<file path="config.mk">
export PLATFORM = sky130hd
export DESIGN_NAME = multirotor_motor_mixer_unit
export DESIGN_NICKNAME = d
export VERILOG_FILES = /design/src/mmx_pkg.sv /design/src/mmx_ctrl.sv /design/src/mmx_dp.sv /design/src/multirotor_motor_mixer_unit.sv
export SDC_FILE = /design/constraint.sdc
export NUM_CORES = 2
export LEC_CHECK = 0
export ABC_AREA = 1
export CAP_MARGIN = 0
export CELL_PAD_IN_SITES_DETAIL_PLACEMENT = 1
export CELL_PAD_IN_SITES_GLOBAL_PLACEMENT = 1
export CORE_AREA = 4 4 312 314
export CTS_BUF_LIST = sky130_fd_sc_hd__clkbuf_8 sky130_fd_sc_hd__clkbuf_16
export DETAILED_ROUTE_END_ITERATION = 7
export DIE_AREA = 0 0 316 318
export DONT_BUFFER_PORTS = 1
export GPL_ROUTABILITY_DRIVEN = 0
export PLACE_DENSITY_LB_ADDON = 0.1
export SLEW_MARGIN = 20
export SYNTH_ARGS = -nofsm -noshare
export SYNTH_HDL_FRONTEND = slang
export SYNTH_HIERARCHICAL = 1
export SYNTH_SLANG_ARGS = --single-unit
</file>
<file path="constraint.sdc">
create_clock -name i_clk -period 7.9 [get_ports i_clk]
set_input_delay 0.395 -clock i_clk [delete_from_list [all_inputs] [get_ports i_clk]]
set_output_delay 0.395 -clock i_clk [all_outputs]
set_load 0.01 [all_outputs]
</file>
<file path="src/mmx_pkg.sv">
package mmx_pkg;

    localparam int COEF_REGS      = 6;
    localparam int MAX_MOTORS_DEF = 6;

    localparam int CMD_W      = 16;
    localparam int COEF_W     = 16;
    localparam int CFG_IDX_W  = 3;
    localparam int CFG_DATA_W = 33;
    localparam int COUNT_W    = 3;
    localparam int MIDX_W     = 3;
    localparam int SUM_W      = 20;
    localparam int ACC_W      = 34;
    localparam int PROD_W     = 32;
    localparam int FRAC_W     = 14;
    localparam int LEVEL_W    = 15;
    localparam int DIV_STEPS  = 15;
    localparam int STEP_W     = $clog2(DIV_STEPS);

    localparam int IN_TDATA_W  = 4 * CMD_W;
    localparam int OUT_FIELD_W = MIDX_W + LEVEL_W;
    localparam int OUT_TDATA_W = ((OUT_FIELD_W + 7) / 8) * 8;

    localparam logic [SUM_W-1:0]   FULL_LEVEL    = SUM_W'(16384);
    localparam logic [COUNT_W-1:0] MOTOR_COUNT_RST = COUNT_W'(4);

    // register indexes of the configuration port
    localparam logic [CFG_IDX_W-1:0] CFG_MOTOR_COUNT = CFG_IDX_W'(0);
    localparam logic [CFG_IDX_W-1:0] CFG_COEFF_FIRST = CFG_IDX_W'(1);
    localparam logic [CFG_IDX_W-1:0] CFG_COEFF_LAST  = CFG_IDX_W'(COEF_REGS);

    typedef struct packed {
        logic              start;
        logic              mul_p;
        logic              mul_r;
        logic              acc;
        logic              store;
        logic              load;
        logic              div_step;
        logic              emit;
        logic              last;
        logic [MIDX_W-1:0] idx;
    } t_dp_cmd;

    typedef struct packed {
        logic [COUNT_W-1:0] active;
        logic               scale;
        logic               out_free;
    } t_dp_sts;

endpackage

</file>
<file path="src/mmx_ctrl.sv">
module mmx_ctrl
    import mmx_pkg::*;
(
    input  logic    i_clk,
    input  logic    i_rst_n,
    input  logic    i_s_axis_tvalid,
    output logic    o_s_axis_tready,
    input  t_dp_sts i_sts,
    output t_dp_cmd o_cmd
);

    typedef enum logic [7:0] {
        S_IDLE  = 8'b0000_0001,
        S_MULP  = 8'b0000_0010,
        S_MULR  = 8'b0000_0100,
        S_ACC   = 8'b0000_1000,
        S_STORE = 8'b0001_0000,
        S_LOAD  = 8'b0010_0000,
        S_DIV   = 8'b0100_0000,
        S_EMIT  = 8'b1000_0000
    } t_state;

    t_state              r_state, n_state;
    logic [MIDX_W-1:0]   r_idx, n_idx;
    logic [STEP_W-1:0]   r_step, n_step;
    logic                is_last;

    assign is_last = (({1'b0, r_idx} + (MIDX_W+1)'(1)) == {1'b0, i_sts.active});
    assign o_s_axis_tready = (r_state == S_IDLE);

    always_comb begin
        n_state = r_state;
        n_idx   = r_idx;
        n_step  = r_step;
        o_cmd      = '0;
        o_cmd.idx  = r_idx;
        o_cmd.last = is_last;
        case (r_state)
            S_IDLE: begin
                if (i_s_axis_tvalid) begin
                    o_cmd.start = 1'b1;
                    n_idx = '0;
                    if (i_sts.active != '0) begin
                        n_state = S_MULP;
                    end
                end
            end
            S_MULP: begin
                o_cmd.mul_p = 1'b1;
                n_state = S_MULR;
            end
            S_MULR: begin
                o_cmd.mul_r = 1'b1;
                n_state = S_ACC;
            end
            S_ACC: begin
                o_cmd.acc = 1'b1;
                n_state = S_STORE;
            end
            S_STORE: begin
                o_cmd.store = 1'b1;
                if (is_last) begin
                    n_idx = '0;
                    n_state = S_LOAD;
                end else begin
                    n_idx = r_idx + MIDX_W'(1);
                    n_state = S_MULP;
                end
            end
            S_LOAD: begin
                o_cmd.load = 1'b1;
                n_step = '0;
                n_state = i_sts.scale ? S_DIV : S_EMIT;
            end
            S_DIV: begin
                o_cmd.div_step = 1'b1;
                n_step = r_step + STEP_W'(1);
                if (r_step == STEP_W'(DIV_STEPS - 1)) begin
                    n_state = S_EMIT;
                end
            end
            S_EMIT: begin
                // hold until the output register can take the beat
                if (i_sts.out_free) begin
                    o_cmd.emit = 1'b1;
                    if (is_last) begin
                        n_idx = '0;
                        n_state = S_IDLE;
                    end else begin
                        n_idx = r_idx + MIDX_W'(1);
                        n_state = S_LOAD;
                    end
                end
            end
            default: begin
                n_state = S_IDLE;
            end
        endcase
    end

    always_ff @(posedge i_clk) begin
        if (!i_rst_n) begin
            r_state <= S_IDLE;
            r_idx   <= '0;
            r_step  <= '0;
        end else begin
            r_state <= n_state;
            r_idx   <= n_idx;
            r_step  <= n_step;
        end
    end

    a_idx_in_range: assert property (@(posedge i_clk) disable iff (!i_rst_n)
        (r_state != S_IDLE) |-> (r_idx < i_sts.active))
        else $error("motor index beyond active count");

    a_last_returns_idle: assert property (@(posedge i_clk) disable iff (!i_rst_n)
        (o_cmd.emit && o_cmd.last) |=> o_s_axis_tready)
        else $error("not ready after final beat");

endmodule

</file>
<file path="src/mmx_dp.sv">
module mmx_dp
    import mmx_pkg::*;
#(
    parameter int MAX_MOTORS = MAX_MOTORS_DEF
) (
    input  logic                   i_clk,
    input  logic                   i_rst_n,
    input  logic                   i_cfg_valid,
    output logic                   o_cfg_ready,
    input  logic [CFG_IDX_W-1:0]   i_cfg_index,
    input  logic [CFG_DATA_W-1:0]  i_cfg_data,
    input  logic [IN_TDATA_W-1:0]  i_s_axis_tdata,
    output logic                   o_m_axis_tvalid,
    input  logic                   i_m_axis_tready,
    output logic [OUT_TDATA_W-1:0] o_m_axis_tdata,
    output logic                   o_m_axis_tlast,
    input  t_dp_cmd                i_cmd,
    output t_dp_sts                o_sts
);

    localparam int SUM_DEPTH = (MAX_MOTORS < COEF_REGS) ? MAX_MOTORS : COEF_REGS;
    localparam int RIDX_W    = (SUM_DEPTH > 1) ? $clog2(SUM_DEPTH) : 1;

    logic [COUNT_W-1:0]    r_motor_count;
    logic [CFG_DATA_W-1:0] r_coeffs [COEF_REGS];

    logic signed [CMD_W-1:0]  r_thrust, r_pitch, r_roll, r_yaw;
    logic signed [PROD_W-1:0] r_prod;
    logic signed [ACC_W-1:0]  r_acc;
    logic [SUM_W-1:0]         r_raw [SUM_DEPTH];
    logic [SUM_W-1:0]         r_peak;
    logic [SUM_W-1:0]         r_rem;
    logic [LEVEL_W-1:0]       r_q;

    logic                     r_out_valid;
    logic [OUT_TDATA_W-1:0]   r_out_data;
    logic                     r_out_last;

    logic [CFG_DATA_W-1:0]    coef_sel;
    logic signed [COEF_W-1:0] cp, cr;
    logic signed [CMD_W:0]    ty;
    logic signed [ACC_W-1:0]  acc_base;
    logic [SUM_W-1:0]         clamped;
    logic [SUM_W-1:0]         raw_sel;
    logic [SUM_W:0]           trial, diff;
    logic                     ge;

    assign o_cfg_ready = 1'b1;

    // active motor count, saturated to what the sum store holds
    assign o_sts.active   = (int'(r_motor_count) > SUM_DEPTH) ? COUNT_W'(SUM_DEPTH)
                                                               : r_motor_count;
    assign o_sts.scale    = (r_peak > FULL_LEVEL);
    assign o_sts.out_free = !r_out_valid || i_m_axis_tready;

    always_comb begin
        coef_sel = '0;
        if (i_cmd.idx < MIDX_W'(COEF_REGS)) begin
            coef_sel = r_coeffs[i_cmd.idx];
        end
    end

    assign cp = signed'(coef_sel[COEF_W-1:0]);
    assign cr = signed'(coef_sel[2*COEF_W-1:COEF_W]);
    assign ty = coef_sel[2*COEF_W] ? ((CMD_W+1)'(r_thrust) - (CMD_W+1)'(r_yaw))
                                   : ((CMD_W+1)'(r_thrust) + (CMD_W+1)'(r_yaw));
    assign acc_base = {{(ACC_W-CMD_W-1-FRAC_W){ty[CMD_W]}}, ty, {FRAC_W{1'b0}}};

    assign clamped = r_acc[ACC_W-1] ? '0 : r_acc[FRAC_W +: SUM_W];
    assign raw_sel = r_raw[i_cmd.idx[RIDX_W-1:0]];

    // one restoring step: the dividend bits come out of the top of r_q
    assign trial = {r_rem, r_q[LEVEL_W-1]};
    assign diff  = trial - {1'b0, r_peak};
    assign ge    = (trial >= {1'b0, r_peak});

    always_ff @(posedge i_clk) begin
        if (!i_rst_n) begin
            r_motor_count <= MOTOR_COUNT_RST;
            for (int i = 0; i < COEF_REGS; i++) begin
                r_coeffs[i] <= '0;
            end
        end else if (i_cfg_valid) begin
            if (i_cfg_index == CFG_MOTOR_COUNT) begin
                r_motor_count <= i_cfg_data[COUNT_W-1:0];
            end else if (i_cfg_index >= CFG_COEFF_FIRST && i_cfg_index <= CFG_COEFF_LAST) begin
                r_coeffs[i_cfg_index - CFG_COEFF_FIRST] <= i_cfg_data;
            end
        end
    end

    always_ff @(posedge i_clk) begin
        if (i_cmd.start) begin
            r_thrust <= signed'(i_s_axis_tdata[0*CMD_W +: CMD_W]);
            r_pitch  <= signed'(i_s_axis_tdata[1*CMD_W +: CMD_W]);
            r_roll   <= signed'(i_s_axis_tdata[2*CMD_W +: CMD_W]);
            r_yaw    <= signed'(i_s_axis_tdata[3*CMD_W +: CMD_W]);
        end
        if (i_cmd.mul_p) begin
            r_prod <= r_pitch * cp;
            r_acc  <= acc_base;
        end
        if (i_cmd.mul_r) begin
            r_prod <= r_roll * cr;
            r_acc  <= r_acc + ACC_W'(r_prod);
        end
        if (i_cmd.acc) begin
            r_acc <= r_acc + ACC_W'(r_prod);
        end
        if (i_cmd.store) begin
            r_raw[i_cmd.idx[RIDX_W-1:0]] <= clamped;
        end
        if (i_cmd.load) begin
            r_rem <= raw_sel >> 1;
            r_q   <= o_sts.scale ? {raw_sel[0], {(LEVEL_W-1){1'b0}}} : raw_sel[LEVEL_W-1:0];
        end
        if (i_cmd.div_step) begin
            r_rem <= ge ? diff[SUM_W-1:0] : trial[SUM_W-1:0];
            r_q   <= {r_q[LEVEL_W-2:0], ge};
        end
    end

    always_ff @(posedge i_clk) begin
        if (!i_rst_n) begin
            r_peak <= '0;
        end else if (i_cmd.start) begin
            r_peak <= '0;
        end else if (i_cmd.store && (clamped > r_peak)) begin
            r_peak <= clamped;
        end
    end

    always_ff @(posedge i_clk) begin
        if (!i_rst_n) begin
            r_out_valid <= 1'b0;
        end else if (i_cmd.emit) begin
            r_out_valid <= 1'b1;
        end else if (i_m_axis_tready) begin
            r_out_valid <= 1'b0;
        end
    end

    always_ff @(posedge i_clk) begin
        if (i_cmd.emit) begin
            r_out_data <= {{(OUT_TDATA_W-OUT_FIELD_W){1'b0}}, r_q, i_cmd.idx};
            r_out_last <= i_cmd.last;
        end
    end

    assign o_m_axis_tvalid = r_out_valid;
    assign o_m_axis_tdata  = r_out_data;
    assign o_m_axis_tlast  = r_out_last;

    a_level_full: assert property (@(posedge i_clk) disable iff (!i_rst_n)
        o_m_axis_tvalid |-> (o_m_axis_tdata[MIDX_W +: LEVEL_W] <= FULL_LEVEL[LEVEL_W-1:0]))
        else $error("motor level above full drive");

    a_rem_below_peak: assert property (@(posedge i_clk) disable iff (!i_rst_n)
        i_cmd.div_step |-> (r_rem < r_peak))
        else $error("divider remainder not below divisor");

    a_peak_bounds: assert property (@(posedge i_clk) disable iff (!i_rst_n)
        i_cmd.load |-> (raw_sel <= r_peak))
        else $error("stored sum above peak");

endmodule

</file>
<file path="src/multirotor_motor_mixer_unit.sv">
// an accepted command runs through the sums of all active motors before its first beat,
//   and through the divider as well when the peak sum exceeds full drive
// a new command is taken only after the final beat of the previous one is emitted, which an
//   output stall delays; two 16x16 products and two adds take four steps per motor, and
//   the divider gives one quotient bit per cycle, fifteen per motor
// reset: synchronous active low; motor count returns to 4, coefficients and peak to zero
module multirotor_motor_mixer_unit
    import mmx_pkg::*;
#(
    parameter int MAX_MOTORS = MAX_MOTORS_DEF
) (
    input  logic                   i_clk,
    input  logic                   i_rst_n,
    input  logic                   i_cfg_valid,
    output logic                   o_cfg_ready,
    input  logic [CFG_IDX_W-1:0]   i_cfg_index,
    input  logic [CFG_DATA_W-1:0]  i_cfg_data,
    input  logic                   i_s_axis_tvalid,
    output logic                   o_s_axis_tready,
    input  logic [IN_TDATA_W-1:0]  i_s_axis_tdata,   // thrust_cmd, pitch_cmd, roll_cmd, yaw_cmd
    output logic                   o_m_axis_tvalid,
    input  logic                   i_m_axis_tready,
    output logic [OUT_TDATA_W-1:0] o_m_axis_tdata,   // motor_index, motor_level, zero pad
    output logic                   o_m_axis_tlast
);

    t_dp_cmd cmd;
    t_dp_sts sts;

    mmx_ctrl u_ctrl (
        .i_clk           (i_clk),
        .i_rst_n         (i_rst_n),
        .i_s_axis_tvalid (i_s_axis_tvalid),
        .o_s_axis_tready (o_s_axis_tready),
        .i_sts           (sts),
        .o_cmd           (cmd)
    );

    mmx_dp #(
        .MAX_MOTORS (MAX_MOTORS)
    ) u_dp (
        .i_clk           (i_clk),
        .i_rst_n         (i_rst_n),
        .i_cfg_valid     (i_cfg_valid),
        .o_cfg_ready     (o_cfg_ready),
        .i_cfg_index     (i_cfg_index),
        .i_cfg_data      (i_cfg_data),
        .i_s_axis_tdata  (i_s_axis_tdata),
        .o_m_axis_tvalid (o_m_axis_tvalid),
        .i_m_axis_tready (i_m_axis_tready),
        .o_m_axis_tdata  (o_m_axis_tdata),
        .o_m_axis_tlast  (o_m_axis_tlast),
        .i_cmd           (cmd),
        .o_sts           (sts)
    );

endmodule
</file>
; ---- Yosys cells after proc, flatten, opt, wreduce, memory -nomap -nowiden
; Memories as Yosys holds them, arrays and structs flattened. A register that Yosys moved wholly into a read port is not among the register bits.
; Index checks and enable logic that the tools add are counted.
[totals]
ff_bits = 223
in_bits = 105
elab_cells = 122
mem_count = 2
mem_bits_rw = 312
output_inout_bits = 28
[mem_list]
columns = name, words, word_bits, rd, rd_clocked_by_memory_dff, wr, line
row1 = u_dp.r_coeffs, 6, 33, 1, 1, 6, mmx_dp.sv:25  ; logic [CFG_DATA_W-1:0] r_coeffs [COEF_REGS];
row2 = u_dp.r_raw, 6, 19, 1, 1, 1, mmx_dp.sv:30  ; logic [SUM_W-1:0] r_raw [SUM_DEPTH];
[op_classes]
n_eq_ne = 14
n_mul = 2
mux = 55
order_cmp = 7
n_bitwise = 1
add_sub_neg = 8
n_reduce_logical = 17
[ops]
columns = op, n
row1 = $mux 34, 3
row2 = $mux 33, 2
row3 = $mul 16x16->32, 2
row4 = $mux 32, 2
row5 = $pmux 8 s8, 1
row6 = $mux 20, 3
row7 = $mux 15, 3
row8 = $mux 8, 5
row9 = $add 34x32->34, 1
row10 = $reduce_or 33->1, 1
row11 = $mux 3, 9
row12 = $ge 21x20->1, 1
row13 = $mux 1, 21
row14 = $gt 20x15->1 const B, 1
row15 = $gt 20x20->1, 1
row16 = $sub 20x20->20, 1
row17 = $mux 19, 1
row18 = $add 16x16->17, 1
row19 = $mux 17, 1
row20 = $sub 16x16->17, 1
row21 = $mux 6, 2
row22 = $pmux 3 s3, 1
row23 = $reduce_bool 3->1, 3
row24 = $eq 8x1->1 const B, 1
row25 = other kinds (30), 36

; ---- Depth between registers and ports, before layout
[depth]
word_depth = 9
depth_mapped = 36
mapped_depth_nobuf = 34

; ---- Modules after synthesis
; Netlist, hierarchy kept.
[modules_own_cells]
columns = module, area_per_inst_um2, n_inst, cells_each, seq_area_each_um2
row1 = mmx_dp, 46824.9, 1, 5427, 15354.7
row2 = mmx_ctrl, 1027.2, 1, 156, 300.3

; ---- Worst setup path after synthesis
; OpenSTA, ideal clock, no wires.
[synth_timing]
path_type = register to register
from = register u_ctrl.r_idx[2]
to = register u_dp.r_prod[31], data pin
setup_time_ns = 0.254
path_stages_with_launch = 28
required_time_ns = 7.646
n_path_buf = 1
t_arrival_ns = 6.155
synth_period_minus_slack_ns = 6.408
setup_slack_ns = 1.492
cell_sequence = dfxtp_1 inv_4 nor2_8 buf_4 nand2_1 nand2_1 inv_1 o2111ai_4 inv_2 nor2_1 fa_1 fa_1 fa_1 fa_1 inv_1 fa_1 fa_1 inv_1 ha_1 inv_1 nor3_1 and2_1 and2_1 nand2_1 nand3_1 nand2_1 nand3_1 nand2_1
[synth_between]
elab_chain_cells = 5
elab_cells_between_ends = 6
cone_classes = mul (2) / order compare (1) / mux (3)
[synth_rtl]
columns = item, line
row1 = start: declaration, mmx_ctrl.sv:24  ; logic [MIDX_W-1:0] r_idx, n_idx;
row2 = start signal: assignment, mmx_ctrl.sv:108  ; r_idx <= n_idx;
row3 = $lt 3x3->1 (*), mmx_dp.sv:58  ; if (i_cmd.idx < MIDX_W'(COEF_REGS)) begin
row4 = $mux 33 (*), mmx_dp.sv:58
row5 = $mul 16x16->32, mmx_dp.sv:100  ; r_prod <= r_pitch * cp;
row6 = $mux 32, mmx_dp.sv:99  ; if (i_cmd.mul_p) begin
row7 = $mux 32 (*), mmx_dp.sv:103  ; if (i_cmd.mul_r) begin
row8 = end signal: assignment, mmx_dp.sv:100
row9 = end signal: assignment, mmx_dp.sv:104  ; r_prod <= r_roll * cr;
row10 = end: declaration, mmx_dp.sv:28  ; logic signed [PROD_W-1:0] r_prod;
; Mark *: on every way between the ends. The rest lies on a longest branch, timed or not. The select of a mux whose other input is x is not followed.
; A chain may end at the register's enable or synchronous reset.

; ---- Final worst setup path
[layout_timing]
from = register u_ctrl.r_idx[2]
to = register u_dp.r_prod[19], data pin
; Same word-level chain as after synthesis.

==> results.yml <==
logic_synthesis:
  yosysMostFrequentCell: "nand2_1"
  ys_warn_count: 6
  ys_seq_area_frac: 0.327
  synth_edf_count: 496
  ys_top_cells_by_count: "nand2_1, inv_1, nor2_1"
  netlist_area_sq_mm: 0.0479
  ys_types: 58
  ys_ff_latch: 534
  synth_top_cell_area_share: 0.311
  synth_area_leaders: "edfxtp_1, fa_1, nand2_1"
  syn_inst: 5583
  postSynthAreaPerCell_sq_um: 8.57
  synthFlopType: "edfxtp_1"
  synth_top_area_cell: "edfxtp_1"
  synthArstFlopShare: 0
critical_path:
  cp_slowest_cell: "fa_1"
  required_ns: 8.23
  r2r_end: "u_dp/r_prod[19]$_DFFE_PP_"
  reg2regPathDepth: 27
  critPathLaunch: "u_ctrl/r_idx[2]$_SDFFE_PN0P_"
  path_max_fanout: 13
  rr_startpoint: "u_ctrl/r_idx[2]$_SDFFE_PN0P_"
  endpoint_kind: "register"
  crit_top_cell: "fa_1"
  crit_buf_inv: 7
  start_kind: "register"
  crit_type: "register to register"
  cpLargestDelayFamily: "adder cells"
  max_stage_delay_ns: 0.58
  r2r_slack_ns: 0.29
  critPathArrivalTime_ns: 7.94
clock_network:
  root_buffer: "clkbuf_16"
  numCtsBuffers: 66
  clock_path_buffers: 3
  clk_latency_ns: 0.66
  htree_levels: 3
  clock-sinks: 534
  path_clk_slew_ns: 0.06
  cts_tree: "yes"
routing:
  final_antenna_net_count: 0
  firstDrtPassIters: 5
  avgRoutedWirePerCell_um: 22.6
  drt-initial-drc-count: 2715
  viasPerCell: 5.54
  vias: 38686
  drt_wl_total_um: 158000
  drc: 0
place:
  dp_hpwl_um: 121000
  io_buffer_count: 0
finish:
  fillers: 11117
  fin_nets: 6559
  synthToLayoutAreaGrowth_pct: 9.57
  drive_gt1_frac: 0.0509
die:
  dieArea_sq_mm: 0.100
  fp.dieH_um: 318
  num_rows: 113
  coreArea_sq_mm: 0.0946
  die_w_um: 316
  start_util: 0.506
  pin_count: 133
hold_path:
  hp-class: "input port to register"
  min_path_cells: 2
  hp-start: "i_cfg_data[26]"
  min_to: "u_dp/r_coeffs[4][26]$_SDFFCE_PN0P_"
global_routing:
  grt_pass1_wl_um: 244000
  grt_pass1_vias: 42540
  antenna_found_initial: 6
  overflow: 0
  grt_max_degree: 52
  track_usage: 0.317
timing:
  setup-tns-final_ns: 0
  hold_violations: 0
  setup_violations: 0
  fmax_ghz: 0.131
  min_period_ns: 7.61
  min_period_over_period: 0.963
  fin_skew_ns: 0.0364
  tightest_slew_ns: 1.11
  drv_slew: 0
  rsz0062_at_grt: "no"
  maxSlewHeadroom: 0.257
flow_run:
  cap_violations: 0
run_status:
  outcome: "completed"
==> flip-flops by register name (all words and copies together), names as in the netlist, 3 cells and up <==
name                 cells
u_dp/r_peak             19
u_dp/r_coeffs          198
u_ctrl/r_state           8
u_dp/r_q                15
u_dp/r_thrust           16
u_dp/r_pitch            16
u_dp/r_acc              34
u_dp/r_roll             16
u_dp/r_yaw              16
u_dp/r_rem              20
u_dp/o_m_axis_tdata     18
u_dp/r_prod             32
u_dp/r_motor_count       3
u_ctrl/r_idx             3
u_dp/r_raw             114
u_ctrl/r_step            4
==> kinds of logic (layout without fill, tap and decap cells) <==
kind of cell,Yosys count,count (layout),share of synthesized area
DFF,534,534,0.327
adders and majority gates,786,786,0.288
AOI/OAI and AO/OA,568,568,0.0680
buffers and inverters,1248,1381,0.104
and+or+nand+nor,2393,2394,0.203
xor gates and xnor gates,52,52,0.00952
other,2,8,0.000157
==> worst max path at each step <==
| stage | cells past startpoint | slack (ns) | to |
|---|---|---|---|
| final | 27 | 0.29 | u_dp/r_prod[19]$_DFFE_PP_ |
| after global routing | 27 | 0.006 | u_dp/r_prod[19]$_DFFE_PP_ |
| after CTS | 27 | 0.03 | u_dp/r_prod[19]$_DFFE_PP_ |
| after detailed placement | 27 | 0.006 | u_dp/r_prod[19]$_DFFE_PP_ |
| after global placement | 27 | 0.17 | u_dp/r_prod[19]$_DFFE_PP_ |
| after floorplan | 27 | 1.49 | u_dp/r_prod[31]$_DFFE_PP_ |
==> area by class of cell <==
| type | count | area [sq um] | share of cell area |
|---|---|---|---|
| multi-input cells | 3807 | 27300 | 0.521 |
| flip-flops and latches | 534 | 15700 | 0.299 |
| clock buffers | 69 | 1690 | 0.0323 |
| well taps | 1265 | 1580 | 0.0302 |
| diodes | 1 | 2.50 | 0.0000477 |
| clock inverters | 53 | 583 | 0.0111 |
| inverters | 1096 | 4130 | 0.0787 |
| repair buffers | 163 | 1480 | 0.0283 |
==> what timing repair did <==
item	CTS	global route
resized for setup	0	10
hold buffers	88	0
endpoints found under the hold margin	98	0
endpoints found under the setup margin	0	15
buffers inserted	0	4
==> stage by stage <==
stage,cells,util,area (sq um),setup slack (ns),hold WS (ns)
floorplan,5588,-,47900,1.49,0.427
CTS,6982,0.553,52300,0.0330,0.00345
global route,6987,0.554,52400,0.00557,0.0336
finish,6988,0.554,52400,0.291,0.0436
global placement,6772,0.520,49200,0.168,0.439
detailed placement,6772,0.520,49200,0.00550,0.443
==> metal layers <==
| metal | track usage | share of wire | up-vias |
|---|---|---|---|
| li1 | - | - | 17579 |
| met1 | 0.389 | 0.39 | 19559 |
| met2 | 0.557 | 0.50 | 1161 |
| met3 | 0.0451 | 0.060 | 385 |
| met4 | 0.134 | 0.047 | 2 |
| met5 | 0 | 0.000070 | - |
==> cells in the final DEF, fill, tap and decap left out, drive strengths merged, types with 39 or more instances in the layout <==
cell         instances
clkinv              39
inv               1096
dlygate4sd3         88
a21oi              190
ha                 259
nand4               47
nor2               874
fa                 527
o21ai              280
nand3              203
edfxtp             496
nand2             1204
buf                 75
clkbuf              69
Power is not shown: default switching activity piles up to over one toggle a cycle in this logic, so the estimate is an artifact.
